**config.mk**
```make
export PLATFORM = sky130hd
export DESIGN_NAME = rgblab_cbrt_pipe
export DESIGN_NICKNAME = d
export VERILOG_FILES = /design/src/rtl/rgblab_pkg.sv /design/src/rtl/rgblab_cbrt_pipe.sv
export SDC_FILE = /design/constraint.sdc
export NUM_CORES = 2
export LEC_CHECK = 0
export BUFFER_PORTS_ARGS = -buffer_cell sky130_fd_sc_hd__buf_2
export CAP_MARGIN = 30
export CORE_MARGIN = 10
export CORE_UTILIZATION = 30
export CTS_CLUSTER_SIZE = 8
export DETAILED_ROUTE_END_ITERATION = 16
export GPL_ROUTABILITY_DRIVEN = 0
export PLACE_DENSITY = 0.48
export RECOVER_POWER = 25
export REMOVE_ABC_BUFFERS = 1
export SLEW_MARGIN = 15
export SYNTH_ARGS = -nofsm -noshare
export SYNTH_HDL_FRONTEND = slang
export SYNTH_SLANG_ARGS = --single-unit
```
**constraint.sdc**
```tcl
create_clock -name clock -period 7.2 [get_ports clock]
set_input_delay 0 -clock clock [delete_from_list [all_inputs] [get_ports clock]]
set_output_delay 0 -clock clock [all_outputs]
set_load 0.05 [all_outputs]
```
**src/rtl/rgblab_pkg.sv**
```systemverilog
// Shared types and constants for the RGB to CIE L*a*b* pixel unit.
// No dependencies.
package rgblab_pkg;

   localparam int FRAC_BITS_DEFAULT = 8;

   localparam int CH_W        = 8;
   localparam int W_W         = 24;
   localparam int T24_W       = 25;
   localparam int F_W         = 17;
   localparam int LLIN_W      = 17;
   localparam int CBRT_STAGES = 17;
   localparam int L_W         = 15;
   localparam int AB_W        = 16;

   localparam logic [T24_W-1:0] THRESH_Q24    = 25'd148579;
   localparam logic [18:0]      LIN_SLOPE_Q16 = 19'd510329;
   localparam logic [13:0]      LIN_OFF_Q16   = 14'd9039;
   localparam logic [25:0]      LIN_L_Q16     = 26'd59198669;
   localparam logic [31:0]      RECIP_255     = 32'h80808081;

   typedef logic [15:0] coef_type;
   typedef coef_type [2:0][2:0] matrix_type;

   // sRGB to XYZ, rows normalized by the D65 white point, Q16
   localparam matrix_type MAT_Q16 = '{
      '{16'd28440, 16'd24656, 16'd12441},
      '{16'd13938, 16'd46869, 16'd4730},
      '{16'd1164,  16'd7175,  16'd57198}
   };

   typedef struct packed {
      logic [CH_W-1:0] chan_first;
      logic [CH_W-1:0] chan_second;
      logic [CH_W-1:0] chan_third;
   } req_payload_type;

   typedef struct packed {
      logic [L_W-1:0]         lightness;
      logic signed [AB_W-1:0] green_red_axis;
      logic signed [AB_W-1:0] blue_yellow_axis;
   } rsp_payload_type;

   typedef struct packed {
      logic [2:0][F_W-1:0] flin;
      logic [2:0]          above;
      logic [LLIN_W-1:0]   llin;
   } side_type;

endpackage

```
**src/rtl/rgblab_cbrt_pipe.sv**
```systemverilog
// Pipelined floor cube root of t24 * 2^24, one result bit per stage.
// Depends on rgblab_pkg.
module rgblab_cbrt_pipe (
   input  logic                              clock,
   input  logic                              enable,
   input  logic [rgblab_pkg::T24_W-1:0]      t_in,
   output logic [rgblab_pkg::F_W-1:0]        root
);

   localparam int NS  = rgblab_pkg::CBRT_STAGES;
   localparam int RW  = 40;
   localparam int SW  = 34;
   localparam int RTW = rgblab_pkg::F_W;
   localparam int TPW = 27;

   logic [RW-1:0]  rem_ff [NS];
   logic [RTW-1:0] r_ff   [NS];
   logic [SW-1:0]  s_ff   [NS];
   logic [TPW-1:0] t_ff   [NS];

   for (genvar k = 0; k < NS; k++) begin : g_stage
      logic [RW-1:0]  rem_p;
      logic [RTW-1:0] r_p;
      logic [SW-1:0]  s_p;
      logic [TPW-1:0] t_p;
      logic [3*NS-1:0] nbits;
      logic [2:0]     grp;
      logic [RW-1:0]  rem3;
      logic [RW-1:0]  test;
      logic [RW-1:0]  rem_in;
      logic [RTW-1:0] r_in;
      logic [SW-1:0]  s_in;

      if (k == 0) begin : g_first
         assign rem_p = '0;
         assign r_p   = '0;
         assign s_p   = '0;
         assign t_p   = TPW'(t_in);
      end else begin : g_next
         assign rem_p = rem_ff[k-1];
         assign r_p   = r_ff[k-1];
         assign s_p   = s_ff[k-1];
         assign t_p   = t_ff[k-1];
      end

      assign nbits = {t_p, 24'd0};
      assign grp   = nbits[3*(NS-1-k) +: 3];

      always_comb begin
         rem3 = {rem_p[RW-4:0], grp};
         test = (RW'(s_p) << 3) + (RW'(s_p) << 2) + (RW'(r_p) << 2) + (RW'(r_p) << 1)
                + RW'(1);
         if (rem3 >= test) begin
            rem_in = rem3 - test;
            r_in   = {r_p[RTW-2:0], 1'b1};
            s_in   = (s_p << 2) + (SW'(r_p) << 2) + SW'(1);
         end else begin
            rem_in = rem3;
            r_in   = {r_p[RTW-2:0], 1'b0};
            s_in   = s_p << 2;
         end
      end

      always_ff @(posedge clock) begin
         if (enable) begin
            rem_ff[k] <= rem_in;
            r_ff[k]   <= r_in;
            s_ff[k]   <= s_in;
            t_ff[k]   <= t_p;
         end
      end
   end

   assign root = r_ff[NS-1];

endmodule

```
==> run metrics <==
Vias per Instance 4.95; die width 578 um; Design Area, Final about 0.11 sq mm; outcome finished, violations left; mean area per synthesized cell 10.1 sq um; total CTS buffers 169; GR Util All Layers 13.4%; Slew Limit Headroom -239%; Syn. warnings 0; Fmax achieved 0.146 GHz; Final Hold Viols 0; I/O Buffers 43; vias in the first global route approximately 71,000; worst reg2reg endpoint rem_ff[0][553]$_DFFE_PP_; Site Rows 204; count of final setup violators 0; pins over their slew limit 184; hold_ws 0.405 ns; Placed Instance Area 0.100 sq mm; end point of the critical path rem_ff[0][553]$_DFFE_PP_; Clk Latency, worst-skew pair 0.84 ns; asr flop ratio synth 0%; Nets approximately 11,000; Die ar. about 0.33 sq mm; initial antenna violation count 1; Max Cap Violations 3; post-synthesis sequential area ratio between 30% and 40%; layout cells sized above 1 6.34%; R2R setup slack 0.37 ns; #FFs+latches synth 1,120; crit path from s_ff[0][410]$_DFFE_PP_; Clk pin slew, worst setup/hold paths ~0.050 ns; post-layout util 34.1%; CP dominant cell by count a21o_1; Req. time, crit path 7.71 ns; Setup Skew 0.0752 ns; CP max-delay cell fa_1; router iterations before antenna repair 8; H-tree depth 4; Synth Flop Type edfxtp_1; core area 0.309 sq mm; CP max stage delay 0.54 ns; Root Driver clkbuf_16; hpwl dp 186 mm; Cells after Synth 9,265; final setup margin between 0.3 and 0.4 ns; pin count of the biggest net entering global routing 142; fin crit share a little over nine tenths; clk buf depth 4; number of enable flip-flop cells after synthesis 1,120; R2R Path Start s_ff[0][410]$_DFFE_PP_; Worst Setup End Kind register; Die Ht 578 um; via count 68,200; first-pass GRT wire length 372 mm; type of the most critical hold path reg2reg; Worst EP arrival ~7.3 ns; Worst Tran Pin Value ~5.1 ns; R2R cell count 30; CP startpoint kind register; total grt overflow 0; DP Worst Slack 0.0181 ns; Final min period roughly 6.8 ns; I/O Pins 44; Initial Util 30.2%; synth unique cells about 110; clock sinks ~1,100; Mapped Area 0.0933 sq mm; DR iter-0 viols approximately 3,600; violated checks max-capacitance violations, max-slew violations; CTS tree yes; critical path fanouts, max 20; crit path kind reg2reg; drt total wl 230 mm; antenna viol nets, final 0; synthesis-to-finish area growth 13.0%; DRC errors left 0; DR WL/cell 16.7 um
## Yosys cell counts, drive strengths merged, types with 11 or more instances
library cell	number	area (sq um)
a2111oi	21	264
a211o	37	324
a211oi	66	518
a21boi	16	124
a21o	355	2670
a21oi	724	3630
a221oi	13	126
a31o	19	166
a31oi	72	457
a41oi	16	148
and2	59	373
and3	75	469
and4	17	149
buf	44	240
clkbuf	109	409
edfxtp	1120	33600
fa	241	4820
ha	1319	16500
inv	726	2730
mux2	23	259
nand2	684	2570
nand2b	128	801
nand3	205	1030
nand4	96	601
nand4b	11	96.3
nor2	616	2310
nor2b	109	682
nor3	178	896
nor3b	18	150
nor4	43	275
nor4b	11	109
o2111ai	11	96.3
o211ai	36	270
o21a	82	616
o21ai	529	2660
o21bai	138	1040
o311ai	12	105
o31ai	62	465
o41ai	12	105
or2	36	225
or3	53	332
or4	19	143
xnor2	538	4720
xor2	440	3850
## critical path, delay by kind of cell (launching register included)
kind / cells / cell delay, ns
buffers and inverters: 6 / 0.74
AOI/OAI and AO/OA: 17 / 3.23
DFF: 1 / 0.35
and+or+nand+nor: 2 / 0.33
adders and majority gates: 4 / 1.64
xor gates and xnor gates: 1 / 0.20
## cell usage in the layout (no fill, tap or decap), types with 39 or more instances in the layout
cell type      instances
ha_1                1317
edfxtp_1            1120
inv_1                718
a21oi_1              713
nand2_1              684
nor2_1               612
xnor2_1              536
o21ai_0              494
xor2_1               440
a21o_1               355
fa_1                 241
nand3_1              204
nor3_1               175
buf_4                173
clkbuf_16            171
o21bai_1             137
nand2b_1             128
nor2b_1              109
nand4_1               96
o21a_1                82
and3_1                75
a31oi_1               71
o31ai_1               60
and2_1                55
or3_1                 53
a211oi_1              53
dlygate4sd3_1         51
buf_2                 43
nor4_1                41
clkbuf_1              39
## stage by stage
step	TNS, ns	instances
6_report	0	13800
5_1_grt	-0.0569	13800
4_1_cts	0	13800
3_5_place_dp	0	13500
3_3_place_gp	0	13500
2_1_floorplan	-175.83	9112
## timing repair
item	CTS	global route
pin swaps	0	8
hold buffers	51	0
setup endpoints to repair	2	405
hold endpoints to repair	91	0
resized for setup	2	55
setup buffers	0	5
## routing by layer
metal	GRT usage, %	vias up	routed length (um)
met5	0	-	0
met4	4.34	0	7900
met3	1.53	432	6910
met2	24.9	1066	116000
met1	16.1	32400	99500
li1	-	34200	-
## sequential cells by signal (all words and copies together), names as in the netlist
name	count
rem_ff	536
r_ff	151
t_ff	110
s_ff	323
## final cells by class
type	count	area (sq um)
diodes	1	2.50
clock buffers	189	4350
clock inverters	28	317
fillers	31300	204000
inverters	728	2730
multi-input cells	7264	56600
flip-flops and latches	1120	33600
well taps	4120	5150
repair buffers	315	2610
## how the worst min path moves through the flow
stage | from | to | slack, ns | depth (start not counted)
2_1_floorplan | t_in[24] | r_ff[0][0]$_DFFE_PP_ | 0.1 | 0
3_3_place_gp | t_in[21] | t_ff[0][21]$_DFFE_PP_ | 0.18 | 1
3_5_place_dp | t_in[17] | t_ff[0][17]$_DFFE_PP_ | 0.18 | 1
4_1_cts | enable | t_ff[0][47]$_DFFE_PP_ | 0.17 | 2
5_1_grt | t_in[22] | t_ff[0][22]$_DFFE_PP_ | 0.37 | 3
6_report | t_ff[0][140]$_DFFE_PP_ | t_ff[0][167]$_DFFE_PP_ | 0.41 | 0
## kinds of logic (layout without fill, tap and decap cells)
logic type	count (synthesis)	count (layout)	synth area share, %
AOI/OAI and AO/OA	2315	2315	15.7
adders and majority gates	1560	1560	22.9
xor gates and xnor gates	978	978	9.19
and+or+nand+nor	2382	2382	12.2
muxes	28	28	0.331
buffers and inverters	881	1260	3.62
DFF	1120	1120	36.0
other	1	2	0.00402
Power is not shown: default switching activity piles up to over one toggle a cycle in this logic, so the estimate is an artifact.
